**src/hdl/tmg_pkg.sv**
```systemverilog
// Shared constants, codes, types and a helper function for the text-mode glyph row renderer.
package tmg_pkg;

	// Geometry of the font and the screen.
	localparam int GLYPH_HEIGHT = 16;
	localparam int NUM_COLUMNS  = 80;
	localparam int MAX_ROWS     = 64;

	// The font store always holds sixteen row slots for each of 256 glyphs.
	localparam int STORE_ROWS   = 16;
	localparam int GLYPH_COUNT  = 256;
	localparam int STORE_DEPTH  = GLYPH_COUNT * STORE_ROWS;
	localparam int STORE_AW     = $clog2(STORE_DEPTH);

	// Field widths.
	localparam int OP_W     = 2;
	localparam int GLYPH_W  = 8;
	localparam int GROW_W   = 4;
	localparam int FONT_W   = 8;
	localparam int TROW_W   = 6;
	localparam int COL_W    = 7;
	localparam int COLOR_W  = 4;
	localparam int PIX_W    = FONT_W * COLOR_W;
	localparam int SPEED_W  = 8;
	localparam int RIU_W    = 7;
	localparam int BLINK_W  = 9;
	localparam int CFG_IDX_W  = 3;
	localparam int CFG_DATA_W = 8;

	// Item operation codes.
	typedef enum logic [OP_W-1:0] {
		OP_FONT_WRITE = 2'd0,
		OP_FRAME_TICK = 2'd1,
		OP_RENDER     = 2'd2
	} op_t;

	// Configuration register indexes.
	typedef enum logic [CFG_IDX_W-1:0] {
		CFG_CURSOR_ENABLE = 3'd0,
		CFG_BLINK_SPEED   = 3'd1,
		CFG_CURSOR_ROW    = 3'd2,
		CFG_CURSOR_COL    = 3'd3,
		CFG_CURSOR_FORE   = 3'd4,
		CFG_CURSOR_BACK   = 3'd5,
		CFG_ROWS_IN_USE   = 3'd6
	} cfg_idx_t;

	// Configuration register file contents.
	typedef struct packed {
		logic                 cursor_enable;
		logic [SPEED_W-1:0]   blink_speed;
		logic [TROW_W-1:0]    cursor_row;
		logic [COL_W-1:0]     cursor_col;
		logic [COLOR_W-1:0]   cursor_fore;
		logic [COLOR_W-1:0]   cursor_back;
		logic [RIU_W-1:0]     rows_in_use;
	} cfg_t;

	// Render word after the first stage: everything the shading stage needs
	// besides the font row coming out of the store.
	typedef struct packed {
		logic                 blanked;
		logic [COLOR_W-1:0]   fg;
		logic [COLOR_W-1:0]   bg;
		logic                 row_ok;
		logic                 blank;
		logic                 bold;
		logic                 ul_fill;
	} render_t;

	// Turn a row of glyph bits into eight color indices; bit k lands in nibble k,
	// so the leftmost pixel (bit 7) ends up in the top nibble.
	function automatic logic [PIX_W-1:0] spread_pixels(
		input logic [FONT_W-1:0]  bits,
		input logic [COLOR_W-1:0] fg,
		input logic [COLOR_W-1:0] bg
	);
		logic [PIX_W-1:0] acc;
		acc = '0;
		for (int k = 0; k < FONT_W; k++) begin
			acc[k*COLOR_W +: COLOR_W] = bits[k] ? fg : bg;
		end
		return acc;
	endfunction

endpackage

```
**src/hdl/tmg_pixel.sv**
```systemverilog
// Shading stage: applies blank, bold and underline to the font row and holds the output word.
module tmg_pixel (
	input  logic                           clk,
	input  logic                           arst_n,
	input  logic                           s1_valid,
	input  tmg_pkg::render_t               s1,
	input  logic [tmg_pkg::FONT_W-1:0]     font_row,
	input  logic                           out_stall,
	output logic                           advance,
	output logic                           out_valid,
	output logic [tmg_pkg::PIX_W-1:0]      pixels,
	output logic                           blanked
);
	import tmg_pkg::*;

	logic              out_valid_q;
	logic [PIX_W-1:0]  pixels_q;
	logic              blanked_q;
	logic [FONT_W-1:0] bits;

	always_comb begin
		if (s1.blank) begin
			bits = '0;
		end else begin
			bits = s1.row_ok ? font_row : '0;
			if (s1.bold) begin
				bits = bits | (bits >> 1);
			end
			if (s1.ul_fill) begin
				bits = '1;
			end
		end
	end

	assign advance = !out_valid_q || !out_stall;

	always_ff @(posedge clk or negedge arst_n) begin
		if (!arst_n) begin
			out_valid_q <= 1'b0;
		end else if (advance) begin
			out_valid_q <= s1_valid;
		end
	end

	always_ff @(posedge clk) begin
		if (advance && s1_valid) begin
			blanked_q <= s1.blanked;
			pixels_q  <= s1.blanked ? '0 : spread_pixels(bits, s1.fg, s1.bg);
		end
	end

	assign out_valid = out_valid_q;
	assign pixels    = pixels_q;
	assign blanked   = blanked_q;

endmodule

```
**config.mk**
```make
export PLATFORM = sky130hd
export DESIGN_NAME = tmg_pixel
export DESIGN_NICKNAME = d
export VERILOG_FILES = /design/src/hdl/tmg_pkg.sv /design/src/hdl/tmg_pixel.sv
export SDC_FILE = /design/constraint.sdc
export NUM_CORES = 1
export LEC_CHECK = 0
export ABC_AREA = 1
export BUFFER_PORTS_ARGS = -buffer_cell sky130_fd_sc_hd__buf_2
export CAP_MARGIN = 20
export CORE_UTILIZATION = 50
export CTS_CLUSTER_DIAMETER = 40
export CTS_CLUSTER_SIZE = 20
export DETAILED_ROUTE_END_ITERATION = 7
export PLACE_DENSITY = 0.82
export SYNTH_ARGS = -nofsm -noshare
export SYNTH_HDL_FRONTEND = slang
export SYNTH_SLANG_ARGS = --single-unit
```
**constraint.sdc**
```tcl
create_clock -name clk -period 3.1 [get_ports clk]
set_input_delay 0.31 -clock clk [delete_from_list [all_inputs] [get_ports clk]]
set_output_delay 0.31 -clock clk [all_outputs]
set_load 0.005 [all_outputs]
```
==> results of run 1 <==
==> kinds of logic after synthesis <==
logic type | count (synthesis) | synth area share
flip-flops | 34 | 0.549
AND/OR/NAND/NOR | 118 | 0.299
buffers and inverters | 23 | 0.0622
AO/OA/AOI/OAI | 33 | 0.0893
==> synth_stat cells (2+ instances only) <==
cell type                  number  area share
sky130_fd_sc_hd__inv_1          7       0.014
sky130_fd_sc_hd__nand3_2        9       0.049
sky130_fd_sc_hd__buf_4          4       0.016
sky130_fd_sc_hd__a21oi_1       29       0.078
sky130_fd_sc_hd__nand3_1       33       0.089
sky130_fd_sc_hd__clkbuf_1       2      0.0041
sky130_fd_sc_hd__o21ai_1        4       0.011
sky130_fd_sc_hd__buf_1          3      0.0061
sky130_fd_sc_hd__buf_2          4       0.011
sky130_fd_sc_hd__nand2_2        2      0.0068
sky130_fd_sc_hd__nor2_1        36       0.073
sky130_fd_sc_hd__edfxtp_1      33        0.54
sky130_fd_sc_hd__nand2_1       37       0.075
==> sequential cells by signal, indices dropped and copies added (netlist names) <==
signal,flops
pixels,32
blanked,1
out_valid,1
==> final cells by class <==
type                            count  area [um2]  share of cell area
Sequential cell                    34        1020               0.455
Multi-Input combinational cell    151         729               0.327
Timing Repair Buffer               61         313               0.140
Clock buffer                        8        80.1              0.0359
Tap cell                           46        57.6              0.0258
Inverter                            9        35.0              0.0157
==> through the flow <==
stage / hold slack, ps / setup slack, ps
6_report: 215 / 1500
5_1_grt: 208 / 1380
4_1_cts: 215 / 1480
3_5_place_dp: 86.9 / 1470
3_3_place_gp: 83.9 / 1490
2_1_floorplan: 14.4 / 608
==> path summary, 6_finish.rpt <==
path / slack, ps / end / from / cells past startpoint
worst max-delay path: 1500 / pixels[3] / out_valid / 1
worst min-delay path: 210 / blanked / s1[12] / 1
worst max register to register: 1500 / pixels[3] / out_valid / 1
worst min register to register: 580 / out_valid / out_valid / 2
max in group asynchronous: 2680 / out_valid / arst_n / 2
min in group asynchronous: 340 / out_valid / arst_n / 2
==> routing by layer <==
layer | vias to the layer above | wire length, um | part of all wire | track usage
met5 | - | 0 | 0 | 0
met2 | 100 | 1990 | 0.48 | 0.336
met1 | 765 | 1670 | 0.41 | 0.289
met3 | 10 | 360 | 0.088 | 0.0493
li1 | 820 | - | - | -
met4 | 0 | 85 | 0.021 | 0.0814
==> power by group through the flow <==
stage	clock network [W]	logic (W)	registers, W
finish	0.000302	0.000183	0.000551
detailed placement	0	0.000180	0.000561
global route	0.000326	0.000203	0.000553
CTS	0.000304	0.000182	0.000551
floorplan	0	0.000110	0.000566
global placement	0	0.000175	0.000560
==> timing repair <==
action,CTS,global route
hold buffers,1,0
resized for setup,0,0
hold endpoints to repair,1,0
endpoints found under the setup margin,0,0
==> out/qor.csv, run 1 <==
stage,metric,value,unit
die,design.die.area,3950,um2
pwr,vdd_drop_max,268,uV
timing,final_min_period_over_clock_period,0.518,
drt,drt-wirelength-per-cell,13.3,um
drt,ant_nets,0,
cells_and_area,share_of_post_route_cells_with_drive_strength_above_1,0.304,
timing,slew_headroom,0.332,
clock_tree,cts-root-buf,sky130_fd_sc_hd__clkbuf_8,
cells_and_area,instances_no_fill,309,
logic_synthesis,synthesis.area,1850,um2
cells_and_area,mostFrequentLayoutCell,sky130_fd_sc_hd__buf_2,
critical_path,timing.critical_path.required,3000,ps
place,postPlaceCellArea,2140,um2
critical_path,crit_path_top_delay_cell,sky130_fd_sc_hd__a21oi_4,
global_routing,maximum_number_of_pins_on_one_net_before_global_route_repair,58,
logic_synthesis,ys.flop_type,sky130_fd_sc_hd__edfxtp_1,
logic_synthesis,synth-edff-count,33,
timing,period_minus_slack,1600,ps
critical_path,type_of_element_capturing_the_critical_path,register,
die,io_pins,60,
place,place_hpwl,2660,um
logic_synthesis,synth_cell_type_count,18,
logic_synthesis,postSynthNetCount,233,
pwr,totalPowerFinal,0.00104,W
drt,first_iter_violations,128,
job,max_cap_violations,0,
die,floorplan.core_area,3440,um2
pwr,netSwitchingPower,0.000267,W
global_routing,first_global_vias,1355,
timing,setup-tns-final,0,ps
clock_tree,post_cts_buffers,0,
cells_and_area,final_util,0.648,
global_routing,grt_antenna_before_repair,0,
place,count_of_buffers_from_port_buffering,59,
cells_and_area,antenna_cells,0,
clock_tree,cts_sinks,34,
die,floorplan.rows,21,
global_routing,global_route_wire_length_before_repair,6340,um
drt,num_vias,1695,
drt,wirelength,4100,um
global_routing,globalRouteTotalUtil,0.214,
timing,rsz0062_at_grt,no,
cells_and_area,area_delta_synth_final,20.6,%
timing,max_slew.worst_pin.slew,999,ps
critical_path,worst_path_top_cell_family_by_delay,compound AO/OA/AOI/OAI gates,
clock_tree,clkLatencyLatePin,280,ps
global_routing,globalRoute.totalOverflow,0,
run_status,result_of_the_run,"complete, no violations",
logic_synthesis,asyncSetResetFlopFracSynth,0.0294,
min_path,worst_hold_path_type,in2reg,
logic_synthesis,synth-warning-count,0,
place,placed_cells,300,
timing,timing.final.setup_violations,0,
logic_synthesis,synth_sequential_area_ratio,0.549,
critical_path,critical_path_class,reg2reg,
pwr,power_switching_share,0.258,
die,floorplan.die.height,62.8,um
clock_tree,cts_max_path_buffers,2,
die,initial_utilization,0.537,
pwr,clock_power_share,0.291,
critical_path,arrival,1500,ps
pwr,cellInternalPower,0.000769,W
clock_tree,ctsHtreeMaxLevel,2,
logic_synthesis,netlist_instances,208,
timing,finalClockSkew,9.13,ps
logic_synthesis,synth.ff_latch_count,34,
clock_tree,cts-buffers-inserted,5,
drt,drt-vias-per-instance,5.49,
critical_path,crit_buf_inv,0,
critical_path,timing.critical_path.fanout_max,33,
clock_tree,clkSlewWorstSetupHoldPaths,70,ps
cells_and_area,final.fill_count,304,
timing,hold_viol_final,0,
place,place_congestion,0.821,
cells_and_area,post_layout_net_count,287,
pwr,power.sequential.fraction,0.532,
logic_synthesis,synth.avg_cell_area,8.89,um2
timing,max_clock_freq,623,MHz
pwr,power.static_leakage,1.01,nW
pwr,powerDensity,464,nW/um2
clock_tree,cts_tree,built,
timing,report.final.slew_viol_count,0,
cells_and_area,layout_common_cells,"sky130_fd_sc_hd__buf_2 (59), sky130_fd_sc_hd__nand2_1 (37), sky130_fd_sc_hd__nor2_1 (36)",
pwr,logic_gate_share_of_total_power,0.177,
drt,drt_first_pass_iters,4,
die,die_width,62.8,um
critical_path,critical_path.startpoint_type,register,
critical_path,cp_cell_sequence,a21oi_4,
critical_path,critPathMaxStageDelay,800,ps
cells_and_area,final_design_area_no_fill,2230,um2
drt,drc_errors,0,
Power figures use the tool's default switching activity.
==> run 2, diff against run 1 <==
- clock period: 3.1 -> 1.52 ns (I/O delays scaled with it)
==> out/qor.csv, run 2 (synthesized netlist as in run 1, its figures left out) <==
stage,metric,value,unit
cells_and_area,layout_common_cells,"sky130_fd_sc_hd__buf_2 (59), sky130_fd_sc_hd__nand2_1 (37), sky130_fd_sc_hd__nor2_1 (36)",
cells_and_area,share_of_post_route_cells_with_drive_strength_above_1,0.313,
timing,whs,53.1,ps
pwr,logic_gate_share_of_total_power,0.178,
drt,drt_first_pass_iters,4,
clock_tree,cts_tree,built,
critical_path,crit_buf_inv,1,
die,die_width,62.8,um
critical_path,r2r_start,out_valid,
pwr,netSwitchingPower,0.000535,W
global_routing,grt_antenna_before_repair,0,
place,place_congestion,0.764,
clock_tree,clkSlewWorstSetupHoldPaths,70,ps
drt,first_iter_violations,136,
clock_tree,ctsHtreeMaxLevel,2,
place,dp_worst_setup_slack,390,ps
timing,max_clock_freq,896,MHz
timing,slew_headroom,0.794,
clock_tree,cts_sinks,34,
die,floorplan.rows,21,
die,initial_utilization,0.537,
place,placed_cells,302,
timing,max_slew.worst_pin.slew,310,ps
drt,ant_nets,0,
cells_and_area,instances_no_fill,311,
clock_tree,clkLatencyLatePin,280,ps
global_routing,first_global_vias,1313,
cells_and_area,final.fill_count,288,
place,count_of_buffers_from_port_buffering,59,
job,max_cap_violations,0,
drt,drc_errors,0,
die,floorplan.die.height,62.8,um
critical_path,arrival,1090,ps
timing,finalClockSkew,11.4,ps
cells_and_area,mostFrequentLayoutCell,sky130_fd_sc_hd__buf_2,
global_routing,globalRouteTotalUtil,0.216,
timing,postLayoutSetupSlackWorst,404,ps
timing,report.final.slew_viol_count,0,
critical_path,cp-startpoint,out_valid,
pwr,totalPowerFinal,0.00216,W
clock_tree,holdBufCountCts,1,
critical_path,worstReg2RegEnd,pixels[10],
global_routing,global_route_wire_length_before_repair,6350,um
min_path,hold_path_end,blanked,
pwr,cellInternalPower,0.00162,W
critical_path,critical_path.startpoint_type,register,
pwr,powerDensity,946,nW/um2
clock_tree,post_cts_buffers,0,
clock_tree,cts_max_path_buffers,2,
cells_and_area,largest_reg_flops,32,
timing,period_minus_slack,1120,ps
cells_and_area,area_delta_synth_final,23.3,%
global_routing,globalRoute.totalOverflow,0,
drt,drt-wirelength-per-cell,12.6,um
critical_path,worst_r2r_path_depth,2,
die,design.die.area,3950,um2
critical_path,type_of_element_capturing_the_critical_path,register,
global_routing,maximum_number_of_pins_on_one_net_before_global_route_repair,58,
place,place_hpwl,2590,um
die,io_pins,60,
drt,wirelength,3930,um
critical_path,rrSetupSlack,400,ps
critical_path,critPathMaxStageDelay,410,ps
cells_and_area,antenna_cells,0,
clock_tree,cts-buffers-inserted,5,
pwr,power.sequential.fraction,0.520,
critical_path,worst_path_top_cell_family_by_delay,flip-flops,
critical_path,crit_path_top_delay_cell,sky130_fd_sc_hd__dfrtp_1,
pwr,power_switching_share,0.248,
timing,rsz0062_at_grt,no,
critical_path,timing.critical_path.fanout_max,33,
drt,num_vias,1623,
timing,final_min_period_over_clock_period,0.735,
min_path,hold_depth,1,
critical_path,timing.critical_path.required,1500,ps
critical_path,critical_path_class,reg2reg,
timing,timing.final.setup_violations,0,
pwr,clock_power_share,0.302,
die,floorplan.core_area,3440,um2
timing,hold_viol_final,0,
critical_path,cp_cell_sequence,a21oi_4 > buf_12,
min_path,holdCritStartpoint,s1[12],
run_status,result_of_the_run,"complete, no violations",
timing,setup-tns-final,0,ps
pwr,vdd_drop_max,649,uV
pwr,power.static_leakage,1.03,nW
drt,drt-vias-per-instance,5.22,
min_path,worst_hold_path_type,in2reg,
clock_tree,cts-root-buf,sky130_fd_sc_hd__clkbuf_8,
clock_tree,cts_repair_resize_count,0,
cells_and_area,post_layout_net_count,289,
run 2: worst max-delay path by stage:
stage	to	slack (ps)	cells past startpoint
floorplan	blanked	90	1
global placement	pixels[12]	400	6
detailed placement	pixels[27]	390	6
CTS	pixels[6]	400	2
global route	pixels[6]	350	2
finish	pixels[10]	400	2
run 2: cell type report:
cell class,count,area (um2),share of cell area
Inverter,9,35.0,0.0154
Sequential cell,34,1020,0.445
Timing Repair Buffer,63,353,0.155
Multi-Input combinational cell,151,729,0.320
Tap cell,46,57.6,0.0252
Clock buffer,8,90.1,0.0395
run 2: power groups by stage:
| stage | Sequential (W) | Clock, W | Combinational, W |
|---|---|---|---|
| detailed placement | 0.00114 | 0 | 0.000381 |
| global route | 0.00113 | 0.000699 | 0.000432 |
| global placement | 0.00114 | 0 | 0.000375 |
| CTS | 0.00112 | 0.000670 | 0.000384 |
| floorplan | 0.00115 | 0 | 0.000226 |
| finish | 0.00112 | 0.000652 | 0.000384 |
run 2: through the flow:
step	area [um2]	utilization
final	2280	0.663
after floorplan	1860	-
after detailed placement	2180	0.634
after global placement	2180	0.634
after global routing	2280	0.663
after CTS	2280	0.663
run 2: metal layers:
metal	track usage	part of all wire	vias to the layer above
met5	0	0	-
met4	0.0872	0.024	0
met3	0.0493	0.096	8
met2	0.321	0.45	81
met1	0.304	0.43	708
li1	-	-	826
