===== src/hdl/tmg_pkg.sv =====
// Shared constants, codes, types and a helper function for the text-mode glyph row renderer.
package tmg_pkg;

	// Geometry of the font and the screen.
	localparam int GLYPH_HEIGHT = 16;
	localparam int NUM_COLUMNS  = 80;
	localparam int MAX_ROWS     = 64;

	// The font store always holds sixteen row slots for each of 256 glyphs.
	localparam int STORE_ROWS   = 16;
	localparam int GLYPH_COUNT  = 256;
	localparam int STORE_DEPTH  = GLYPH_COUNT * STORE_ROWS;
	localparam int STORE_AW     = $clog2(STORE_DEPTH);

	// Field widths.
	localparam int OP_W     = 2;
	localparam int GLYPH_W  = 8;
	localparam int GROW_W   = 4;
	localparam int FONT_W   = 8;
	localparam int TROW_W   = 6;
	localparam int COL_W    = 7;
	localparam int COLOR_W  = 4;
	localparam int PIX_W    = FONT_W * COLOR_W;
	localparam int SPEED_W  = 8;
	localparam int RIU_W    = 7;
	localparam int BLINK_W  = 9;
	localparam int CFG_IDX_W  = 3;
	localparam int CFG_DATA_W = 8;

	// Item operation codes.
	typedef enum logic [OP_W-1:0] {
		OP_FONT_WRITE = 2'd0,
		OP_FRAME_TICK = 2'd1,
		OP_RENDER     = 2'd2
	} op_t;

	// Configuration register indexes.
	typedef enum logic [CFG_IDX_W-1:0] {
		CFG_CURSOR_ENABLE = 3'd0,
		CFG_BLINK_SPEED   = 3'd1,
		CFG_CURSOR_ROW    = 3'd2,
		CFG_CURSOR_COL    = 3'd3,
		CFG_CURSOR_FORE   = 3'd4,
		CFG_CURSOR_BACK   = 3'd5,
		CFG_ROWS_IN_USE   = 3'd6
	} cfg_idx_t;

	// Configuration register file contents.
	typedef struct packed {
		logic                 cursor_enable;
		logic [SPEED_W-1:0]   blink_speed;
		logic [TROW_W-1:0]    cursor_row;
		logic [COL_W-1:0]     cursor_col;
		logic [COLOR_W-1:0]   cursor_fore;
		logic [COLOR_W-1:0]   cursor_back;
		logic [RIU_W-1:0]     rows_in_use;
	} cfg_t;

	// Render word after the first stage: everything the shading stage needs
	// besides the font row coming out of the store.
	typedef struct packed {
		logic                 blanked;
		logic [COLOR_W-1:0]   fg;
		logic [COLOR_W-1:0]   bg;
		logic                 row_ok;
		logic                 blank;
		logic                 bold;
		logic                 ul_fill;
	} render_t;

	// Turn a row of glyph bits into eight color indices; bit k lands in nibble k,
	// so the leftmost pixel (bit 7) ends up in the top nibble.
	function automatic logic [PIX_W-1:0] spread_pixels(
		input logic [FONT_W-1:0]  bits,
		input logic [COLOR_W-1:0] fg,
		input logic [COLOR_W-1:0] bg
	);
		logic [PIX_W-1:0] acc;
		acc = '0;
		for (int k = 0; k < FONT_W; k++) begin
			acc[k*COLOR_W +: COLOR_W] = bits[k] ? fg : bg;
		end
		return acc;
	endfunction

endpackage


===== src/hdl/tmg_ctrl.sv =====
// Configuration registers and the cursor blink counter.
module tmg_ctrl (
	input  logic                         clk,
	input  logic                         arst_n,
	input  logic                         cfg_we,
	input  logic [tmg_pkg::CFG_IDX_W-1:0]  cfg_index,
	input  logic [tmg_pkg::CFG_DATA_W-1:0] cfg_data,
	input  logic                         tick,
	output tmg_pkg::cfg_t                cfg,
	output logic                         blink_on
);
	import tmg_pkg::*;

	cfg_t                      cfg_q;
	logic signed [BLINK_W-1:0] blink_q;
	logic signed [BLINK_W:0]   blink_inc;
	logic signed [BLINK_W:0]   speed_ext;

	// One bit of headroom so a counter left above a lowered speed still compares right.
	assign blink_inc = {blink_q[BLINK_W-1], blink_q} + (BLINK_W+1)'(1);
	assign speed_ext = $signed({(BLINK_W+1-SPEED_W)'(0), cfg_q.blink_speed});

	always_ff @(posedge clk or negedge arst_n) begin
		if (!arst_n) begin
			cfg_q.cursor_enable <= 1'b0;
			cfg_q.blink_speed   <= SPEED_W'(20);
			cfg_q.cursor_row    <= '0;
			cfg_q.cursor_col    <= '0;
			cfg_q.cursor_fore   <= '0;
			cfg_q.cursor_back   <= COLOR_W'(15);
			cfg_q.rows_in_use   <= RIU_W'(25);
			blink_q             <= '0;
		end else begin
			if (cfg_we) begin
				unique case (cfg_idx_t'(cfg_index))
					CFG_CURSOR_ENABLE: cfg_q.cursor_enable <= cfg_data[0];
					CFG_BLINK_SPEED:   cfg_q.blink_speed   <= cfg_data[SPEED_W-1:0];
					CFG_CURSOR_ROW:    cfg_q.cursor_row    <= cfg_data[TROW_W-1:0];
					CFG_CURSOR_COL:    cfg_q.cursor_col    <= cfg_data[COL_W-1:0];
					CFG_CURSOR_FORE:   cfg_q.cursor_fore   <= cfg_data[COLOR_W-1:0];
					CFG_CURSOR_BACK:   cfg_q.cursor_back   <= cfg_data[COLOR_W-1:0];
					CFG_ROWS_IN_USE:   cfg_q.rows_in_use   <= cfg_data[RIU_W-1:0];
					default: ;
				endcase
			end
			if (tick && cfg_q.cursor_enable) begin
				if (blink_inc >= speed_ext) begin
					blink_q <= BLINK_W'(-speed_ext);
				end else begin
					blink_q <= blink_inc[BLINK_W-1:0];
				end
			end
		end
	end

	assign cfg      = cfg_q;
	assign blink_on = !blink_q[BLINK_W-1];

endmodule


===== config.mk =====
export PLATFORM = sky130hd
export DESIGN_NAME = tmg_ctrl
export DESIGN_NICKNAME = d
export VERILOG_FILES = /design/src/hdl/tmg_pkg.sv /design/src/hdl/tmg_ctrl.sv
export SDC_FILE = /design/constraint.sdc
export NUM_CORES = 1
export LEC_CHECK = 0
export ABC_AREA = 1
export BUFFER_PORTS_ARGS = -buffer_cell sky130_fd_sc_hd__buf_2
export CAP_MARGIN = 0
export CORE_ASPECT_RATIO = 1.75
export CORE_MARGIN = 1
export CORE_UTILIZATION = 25
export DETAILED_ROUTE_END_ITERATION = 8
export PLACE_DENSITY = 0.46
export SLEW_MARGIN = 10
export SYNTH_ARGS = -nofsm -noshare
export SYNTH_HDL_FRONTEND = slang
export SYNTH_SLANG_ARGS = --single-unit

===== constraint.sdc =====
create_clock -name clk -period 2 [get_ports clk]
set_input_delay 0.4 -clock clk [delete_from_list [all_inputs] [get_ports clk]]
set_output_delay 0.4 -clock clk [all_outputs]
set_load 0.1 [all_outputs]

==> results.yml, run 1 <==
clock_network:
  cts_max_path_buffers: 2
  cts-root-buf: "clkbuf_16"
  cts_tree: "built"
  clk_latency_ns: 0.28
  h-tree-depth: 2
  cts.sinks: 46
  ctsHoldBuffers: 0
  post_cts_buffers: 0
  cts_buffers: 5
  clk_pin_slew_ns: 0.06
final_layout:
  final_layout_size_suffix_gt1_share_pct: 30.4
  fin_area_sq_um: 3180
  n_antenna_cell: 0
  fillCellCount: 947
  synthToLayoutAreaGrowth_pct: 33.6
  seq_area_sq_um: 1170
  nNetsFinal: 393
  multiInputGateArea_sq_um: 1130
die:
  design.core.area_sq_um: 9150
  dieArea_sq_um: 9910
  fp.dieH_um: 131
  initial_core_util_pct: 26.0
  die_x_um: 75.7
  row_count: 46
  pin_count: 53
timing:
  finalHoldViolCount: 0
  finalCritPeriodShare_pct: 114
  skew_ns: 0.00244
  rsz0062_at_grt: "yes"
  max_slew.worst_pin.slew_ns: 0.511
  tns_ns: -2.21
  slew_headroom_pct: 66.1
  post-route-min-period_ns: 2.28
  slew_viol_final: 0
  max_freq_ghz: 0.438
  timing.final.ws_setup_ns: -0.284
  final-setup-viol-count: 9
route:
  dr_total_vias: 2077
  drt_iter0_drc: 76
  drt-pass1-iter-count: 4
  postRouteAntennaNets: 0
  wl_per_cell_um: 13.1
  drcViolationCount: 0
  vias_per_cell: 4.25
  wl_um: 6410
outcome:
  status: "finished with violations"
  violations: "setup timing"
power_and_ir_drop:
  total_power_mw: 5.30
  p_per_area_nw_per_um2: 1670
  ir_drop_uv: 554
  leakage_nw: 1.68
global_route:
  grt_max_degree: 47
  grt_pass1_wl_um: 10200
  grt_use_total_pct: 13.9
  antenna_found_initial: 0
  grt_overflow: 0
  first_global_vias: 2075
logic_synthesis:
  synth_top_area_share_pct: 39.0
  syn-mean-instance-area_sq_um: 8.14
  synth_seq_area_share_pct: 48.9
  syn-num-nets: 317
  ys_ff_latch: 46
  synth_edf_count: 0
  synth_top_cells_by_count: "92 x nand2_1, 38 x inv_1, 37 x dfrtp_1"
  yosys_warnings: 0
  async_reset_ff_share_pct: 100
  ys.flop_type: "dfrtp_1"
  netlist-cell-type-count: 25
  synthCells: 292
  synth_top_area_cell: "dfrtp_1"
  syn-cell-area_sq_um: 2380
  synth.most_common_cell: "nand2_1"
  yosys-top-cells-area: "dfrtp_1 39%, nand2_1 15%, dfstp_2 10%"
placed_design:
  dpl-instance-area_sq_um: 2940
  finalWeightedCongestion: 0.782
  port_buffers: 52
  hpwl_um: 4810
critical_path:
  setup.worst_path.class: "register to register"
  worstPathCellList: "buf_4, nand3_4, nor3b_4, nand3_2, nand2_1, inv_1, ha_1, a21o_1, nor2_4, nand2_4, nand2_4, nand2_1, nand3_1, nand2_1"
  crit_arrival_ns: 2.45
  crit_slowest_cell: "dfrtp_1"
  timing.critical_path.buf_inv: 2
  required_ns: 2.17
  crit_family: "simple AND/OR/NAND/NOR gates"
  crit_path_max_fanout: 6
  startpoint_type: "register"
  cpMostUsedCell: "nand2_1"
  worstReg2RegStart: "blink_q[0]"
  critPathLaunch: "blink_q[0]"
  cpPeakStageDelay_ns: 0.41
  worst_setup_path_end_kind: "register"
min_path:
  holdCritPathClass: "input pin to asynchronous set/reset pin"
flow_run:
  max_cap_violations: 0
==> stage by stage <==
step | setup slack [ns] | util [%] | std cells | hold WS (ns)
final | -0.284 | 34.7 | 489 | 0.0849
after global routing | -0.431 | 34.7 | 489 | 0.110
after global placement | -0.256 | 32.2 | 479 | 0.408
after floorplan | -0.160 | - | 292 | 0.104
after detailed placement | -0.287 | 32.2 | 479 | 0.403
after CTS | -0.266 | 34.4 | 489 | 0.0969
==> worst reg2reg max path, delay by kind of cell, from the launching register on <==
family / cells / cell delay, ns
flip-flops: 1 / 0.41
adder cells (fa/ha/maj): 1 / 0.28
AND/OR/NAND/NOR: 10 / 1.09
AO/OA/AOI/OAI: 1 / 0.19
buffers and inverters: 2 / 0.20
==> report_power, final <==
| part | switching, mW | total [mW] | internal [mW] | leakage, nW |
|---|---|---|---|---|
| clock network | 0.348 | 0.938 | 0.590 | 0.0771 |
| logic | 2.17 | 2.98 | 0.808 | 1.05 |
| registers | 0.192 | 1.38 | 1.19 | 0.550 |
==> final cells by class <==
class / count / share of cell area [%]
clock buffer: 6 / 4.06
clock inverter: 2 / 1.18
inverter: 39 / 4.61
multi-input combinational: 205 / 35.6
sequential: 46 / 36.8
tap: 120 / 4.73
timing repair buffer: 71 / 13.1
==> placed cells by master, fill, tap and decap left out, types with 2 or more instances in the layout <==
cell type / n
inv_1: 38
nor2_4: 2
xor2_1: 8
nand2_1: 88
dfrtp_1: 33
nand3_1: 21
dfrtp_2: 4
o21ai_0: 35
nor2_1: 15
ha_1: 9
a21oi_1: 2
clkbuf_16: 5
buf_2: 52
buf_4: 18
dfstp_2: 9
nand3_2: 2
nand2_2: 7
nand2_4: 4
==> routing by layer <==
metal	track usage, %	vias up	share of wire (%)
li1	-	1073	-
met1	16.2	962	40
met2	24.8	36	55
met3	2.22	6	2.7
met4	5.66	0	1.9
met5	0	-	0
==> logic make-up after synthesis <==
family,synth area share [%]
AND/OR/NAND/NOR,27.2
AO/OA/AOI/OAI,8.90
flip-flops,48.9
adder cells (fa/ha/maj),5.27
XOR/XNOR,2.95
buffers and inverters,6.79
==> flip-flops by register name (all words and copies together) (netlist names) <==
| register | count |
|---|---|
| cfg | 37 |
| blink_q | 9 |
==> path summary, 6_finish.rpt <==
kind / end / slack [ns] / cells after the start
max in group asynchronous: cfg[30] / 1.62 / 2
min: blink_q[6] / 0.08 / 2
min in group clk: cfg[35] / 0.37 / 3
min reg2reg: cfg[13] / 0.48 / 2
max reg2reg: blink_q[1] / -0.28 / 14
max: blink_q[1] / -0.28 / 14
==> what timing repair did <==
item,CTS,global route
endpoints found under the setup margin,9,9
cloned,2,0
gates resized for setup,4,5
pin swaps,13,15
Note: power is estimated with default switching activity, not from simulation.
==> run 2, diff against run 1 <==
--- a/config.mk
+++ b/config.mk
@@ -12,7 +12,7 @@
 export CORE_MARGIN = 1
 export CORE_UTILIZATION = 25
 export DETAILED_ROUTE_END_ITERATION = 8
-export PLACE_DENSITY = 0.46
+export PLACE_DENSITY = 0.52
 export SLEW_MARGIN = 10
 export SYNTH_ARGS = -nofsm -noshare
 export SYNTH_HDL_FRONTEND = slang
==> run 2 against run 1 <==
The flow still finishes with violations (setup timing). Global-route usage rose by 0.39 points. First-iteration DRC count down 7.9%. Sequential share of layout area down 0.65 points. Maximum frequency fell by 0.62%. Combinational power is 5% higher. Clock skew grew 0.0017 ns. Final cell count rose by 0.41%. Die area did not move. Critical path type unchanged. Critical endpoint is now blink_q[3]. Largest power group unchanged. Highest routed layer unchanged.
==> results.yml, run 2 (same netlist as run 1, synthesis figures left out) <==
die:
  dieArea_sq_um: 9910
  die_x_um: 75.7
  pin_count: 53
  row_count: 46
  initial_core_util_pct: 26.0
  fp.dieH_um: 131
  design.core.area_sq_um: 9150
power_and_ir_drop:
  ir_drop_uv: 548
  p_sw_mw: 2.81
  p_comb_share_pct: 57.4
  total_power_mw: 5.45
  p_seq_share_pct: 25.2
  leakage_nw: 1.70
  internal_power_mw: 2.64
  pwr-share-clk_pct: 17.4
  p_per_area_nw_per_um2: 1690
  swShare_pct: 51.6
outcome:
  violations: "setup timing"
  status: "finished with violations"
timing:
  finalCritPeriodShare_pct: 115
  slew_headroom_pct: 66.2
  finalHoldViolCount: 0
  max_slew.worst_pin.slew_ns: 0.511
  tns_ns: -2.52
  slew_viol_final: 0
  skew_ns: 0.00418
  rsz0062_at_grt: "yes"
  max_freq_ghz: 0.435
  post-route-min-period_ns: 2.30
  final-setup-viol-count: 9
  timing.final.ws_setup_ns: -0.298
critical_path:
  startpoint_type: "register"
  crit_arrival_ns: 2.48
  required_ns: 2.18
  crit_path_max_fanout: 6
  setup.worst_path.class: "register to register"
  worst_setup_path_end_kind: "register"
clock_network:
  h-tree-depth: 2
  clk_pin_slew_ns: 0.06
  cts-root-buf: "clkbuf_16"
  cts_max_path_buffers: 2
  cts.sinks: 46
  cts_tree: "built"
  cts_buffers: 5
  clk_latency_ns: 0.29
final_layout:
  final_layout_size_suffix_gt1_share_pct: 33.2
  nNetsFinal: 395
  mostFrequentLayoutCell: "nand2_1"
  largest_reg_flops: 37
  synthToLayoutAreaGrowth_pct: 36.1
  postLayoutCoreUtil_pct: 35.3
  n_antenna_cell: 0
  mostFrequentLayoutCells: "84 x nand2_1, 52 x buf_2, 38 x inv_1"
route:
  vias_per_cell: 4.28
  drt-pass1-iter-count: 4
  dr_total_vias: 2103
  postRouteAntennaNets: 0
  wl_um: 6540
  wl_per_cell_um: 13.3
  drcViolationCount: 0
  drt_iter0_drc: 70
global_route:
  grt_max_degree: 30
  grt_overflow: 0
  grt_pass1_wl_um: 10500
  grt_use_total_pct: 14.3
  antenna_found_initial: 0
  first_global_vias: 2180
min_path:
  holdCritPathClass: "input pin to asynchronous set/reset pin"
placed_design:
  port_buffers: 52
  finalWeightedCongestion: 0.834
  hpwl_um: 5010
flow_run:
  max_cap_violations: 0
## run 2: cell type report
type,count,area (sq um)
Fill cell,954,5920
Multi-Input combinational cell,205,1170
Sequential cell,46,1170
Timing Repair Buffer,73,430
Tap cell,120,150
Inverter,39,146
Clock buffer,6,129
Clock inverter,2,37.5
## run 2: critical path, stage by stage (launching register included)
cell and delay, ns:
dfrtp_1 0.40, ha_2 0.20, nand2_2 0.10, nor2_4 0.04, or2_4 0.21, o21a_1 0.12, ha_1 0.27, nand2_1 0.07
inv_1 0.05, a21oi_2 0.13, nand2_1 0.07, nand2_2 0.10, nand2_4 0.11, nand2_8 0.13, nand2_4 0.05, nand3_2 0.06
nand2_1 0.07
## run 2: layer usage
metal,global-route usage (%),up-vias,wire (um)
met5,0,-,0
met4,5.34,0,124
met3,2.91,6,216
met2,27.2,30,3670
met1,15.0,988,2530
li1,-,1079,-
## run 2: stage by stage
step           instances  hold WS [ns]  setup slack (ns)  instance area, sq um
6_report             491        0.0521            -0.298                  3230
5_1_grt              491        0.0906            -0.431                  3230
4_1_cts              489        0.0754            -0.279                  3150
3_5_place_dp         479         0.387            -0.295                  2940
3_3_place_gp         479         0.381            -0.254                  2940
2_1_floorplan        292         0.104            -0.160                  2390
## run 2: final timing paths
path	from	end	slack, ns	cells after the start
max in group asynchronous	arst_n	cfg[0]	1.36	2
min in group clk	cfg_data[7]	cfg[35]	0.36	3
worst max register to register	blink_q[0]	blink_q[3]	-0.30	16
worst max-delay path	blink_q[0]	blink_q[3]	-0.30	16
worst min register to register	cfg[22]	cfg[22]	0.48	2
worst min-delay path	arst_n	blink_q[7]	0.05	1
## run 2: power by group through the flow
stage | sequential (mW) | combinational, mW | clock (mW)
after floorplan | 2.43 | 1.11 | 0
after global placement | 1.38 | 2.79 | 0
after detailed placement | 1.39 | 2.81 | 0
after CTS | 1.38 | 2.94 | 0.972
after global routing | 1.41 | 3.38 | 1.00
final | 1.37 | 3.13 | 0.949
## run 2: timing repair
action | 4_1_cts | 5_1_grt
setup buffers | 0 | 2
endpoints found under the setup margin | 9 | 9
resized for setup | 3 | 17
hold buffers | 0 | 0
pin swaps | 7 | 16
cloned | 2 | 0
==> run 3, diff against run 2 <==
--- a/config.mk
+++ b/config.mk
@@ -8,7 +8,6 @@
 export ABC_AREA = 1
 export BUFFER_PORTS_ARGS = -buffer_cell sky130_fd_sc_hd__buf_2
 export CAP_MARGIN = 0
-export CORE_ASPECT_RATIO = 1.75
 export CORE_MARGIN = 1
 export CORE_UTILIZATION = 25
 export DETAILED_ROUTE_END_ITERATION = 8
==> run 3 against run 2 <==
The flow still finishes with violations (setup timing). Utilization is 1.9 points lower. Register-to-register slack gained 0.06 ns. Global-route usage fell by 1.2 points. Flip-flop and latch count is the same. Non-clock buffer count decreased by 4. Clock power decreased by 37%. Count of clock-buffer cells in the layout unchanged. Via count shrank 0.81%. Sequential power is essentially flat. Critical path depth did not move. Die area decreased by 0.15%. Critical path type unchanged. Critical endpoint is now blink_q[1]. Largest power group unchanged.
==> results.yml, run 3 (same netlist as run 1, synthesis figures left out) <==
global_route:
  grt_use_total_pct: 13.1
  first_global_vias: 2193
  grt_pass1_wl_um: 10400
  antenna_found_initial: 0
  grt_overflow: 0
  grt_max_degree: 47
critical_path:
  required_ns: 2.19
  worst_setup_path_end_kind: "register"
  r2r_end: "blink_q[1]"
  setup.worst_path.class: "register to register"
  critPathLaunch: "blink_q[0]"
  worstReg2RegStart: "blink_q[0]"
  startpoint_type: "register"
  rrSetupSlack_ns: -0.24
  worstSetupEndpoint: "blink_q[1]"
  crit_arrival_ns: 2.43
  reg2reg_depth: 16
  crit_path_max_fanout: 6
final_layout:
  n_antenna_cell: 0
  mostFrequentLayoutCell: "nand2_1"
  final_layout_size_suffix_gt1_share_pct: 31.3
  nNetsFinal: 391
  largest_reg_flops: 37
  mostFrequentLayoutCells: "87 x nand2_1, 52 x buf_2, 36 x inv_1"
  post_layout_nonfiller_instances: 496
  synthToLayoutAreaGrowth_pct: 30.0
route:
  vias_per_cell: 4.21
  dr_total_vias: 2086
  drcViolationCount: 0
  drt-pass1-iter-count: 4
  postRouteAntennaNets: 0
  wl_um: 5940
  wl_per_cell_um: 12.0
  drt_iter0_drc: 50
power_and_ir_drop:
  ir_drop_uv: 668
  p_sw_mw: 2.68
  p_per_area_nw_per_um2: 1580
  leakage_nw: 1.62
  p_seq_share_pct: 27.9
  total_power_mw: 4.89
  pwr-share-clk_pct: 12.2
  p_comb_share_pct: 59.9
  internal_power_mw: 2.21
  swShare_pct: 54.7
clock_network:
  h-tree-depth: 2
  cts_tree: "built"
  clk_latency_ns: 0.30
  cts_max_path_buffers: 2
  cts.sinks: 46
  cts-root-buf: "clkbuf_8"
  clk_pin_slew_ns: 0.09
  cts_buffers: 5
die:
  row_count: 35
  fp.dieH_um: 99.5
  pin_count: 53
  design.core.area_sq_um: 9240
  die_x_um: 99.5
  dieArea_sq_um: 9900
  initial_core_util_pct: 25.7
timing:
  finalCritPeriodShare_pct: 112
  rsz0062_at_grt: "yes"
  skew_ns: 0.0111
  post-route-min-period_ns: 2.24
  whs_ns: 0.0556
  slew_viol_final: 0
  max_slew.worst_pin.slew_ns: 0.511
  slew_headroom_pct: 66.2
  final-setup-viol-count: 9
  finalHoldViolCount: 0
  max_freq_ghz: 0.446
  timing.final.ws_setup_ns: -0.241
placed_design:
  hpwl_um: 4370
  port_buffers: 52
  dp.cells: 484
  finalWeightedCongestion: 0.759
min_path:
  holdCritPathClass: "input pin to asynchronous set/reset pin"
flow_run:
  max_cap_violations: 0
outcome:
  violations: "setup timing"
  status: "finished with violations"
## run 3: cell types whose count changed in the layout (fill, tap and decap cells not counted), sizes merged
cell | previous run | this run
buf | 73 | 69
bufinv | 1 | 0
clkinvlp | 1 | 2
## run 3: worst max-delay path, cell delays in order, from the launching register on
cell and delay, ns:
dfrtp_1 0.41, ha_2 0.20, nand2_2 0.09, nor2_4 0.04, or2_4 0.21, o21a_1 0.11
ha_1 0.28, nand2_2 0.08, inv_2 0.04, a21oi_2 0.11, nand2_1 0.07, nand2_2 0.10
nand2_4 0.09, nand2_4 0.11, nand2_1 0.06, nand3_1 0.07, nand2_1 0.06
## run 3: metal layers
metal | share of wire (%) | global-route usage (%) | vias to the layer above
li1 | - | - | 1068
met2 | 47 | 22.1 | 43
met4 | 1.1 | 3.39 | 0
met5 | 0 | 0 | -
met3 | 4.4 | 2.81 | 5
met1 | 47 | 17.0 | 970
## run 3: layout make-up
class,count,area [sq um]
timing repair buffer,69,400
multi-input combinational,205,1130
fill,1008,6150
tap,129,161
inverter,39,146
clock inverter,2,15.0
clock buffer,6,72.6
sequential,46,1170
## run 3: stage by stage
stage | setup TNS, ns | setup slack, ns | instance area, sq um | util (%)
3_3_place_gp | -2.04 | -0.243 | 2930 | 31.7
2_1_floorplan | -1.40 | -0.160 | 2390 | -
4_1_cts | -2.08 | -0.246 | 3030 | 32.8
5_1_grt | -3.03 | -0.359 | 3090 | 33.4
3_5_place_dp | -2.36 | -0.286 | 2930 | 31.7
6_report | -1.88 | -0.241 | 3090 | 33.4
## run 3: timing repair
item	4_1_cts	5_1_grt
gates resized for setup	1	11
hold buffers	0	0
setup buffers	0	2
endpoints found under the setup margin	9	9
gates cloned	2	0
pin swaps	7	20
## run 3: how the worst min path moves through the flow
stage,from,to,cells past startpoint
final,arst_n,cfg[5],2
after global routing,arst_n,cfg[19],2
after CTS,arst_n,cfg[5],2
after detailed placement,arst_n,cfg[5],2
after global placement,arst_n,cfg[5],2
after floorplan,arst_n,blink_q[0],0
## run 3: power groups by stage
stage               registers [mW]  clock network (mW)  logic (mW)
finish                        1.37               0.597        2.93
global route                  1.40               0.648        3.18
CTS                           1.37               0.618        2.83
detailed placement            1.38                   0        2.76
global placement              1.37                   0        2.74
floorplan                     2.43                   0        1.11
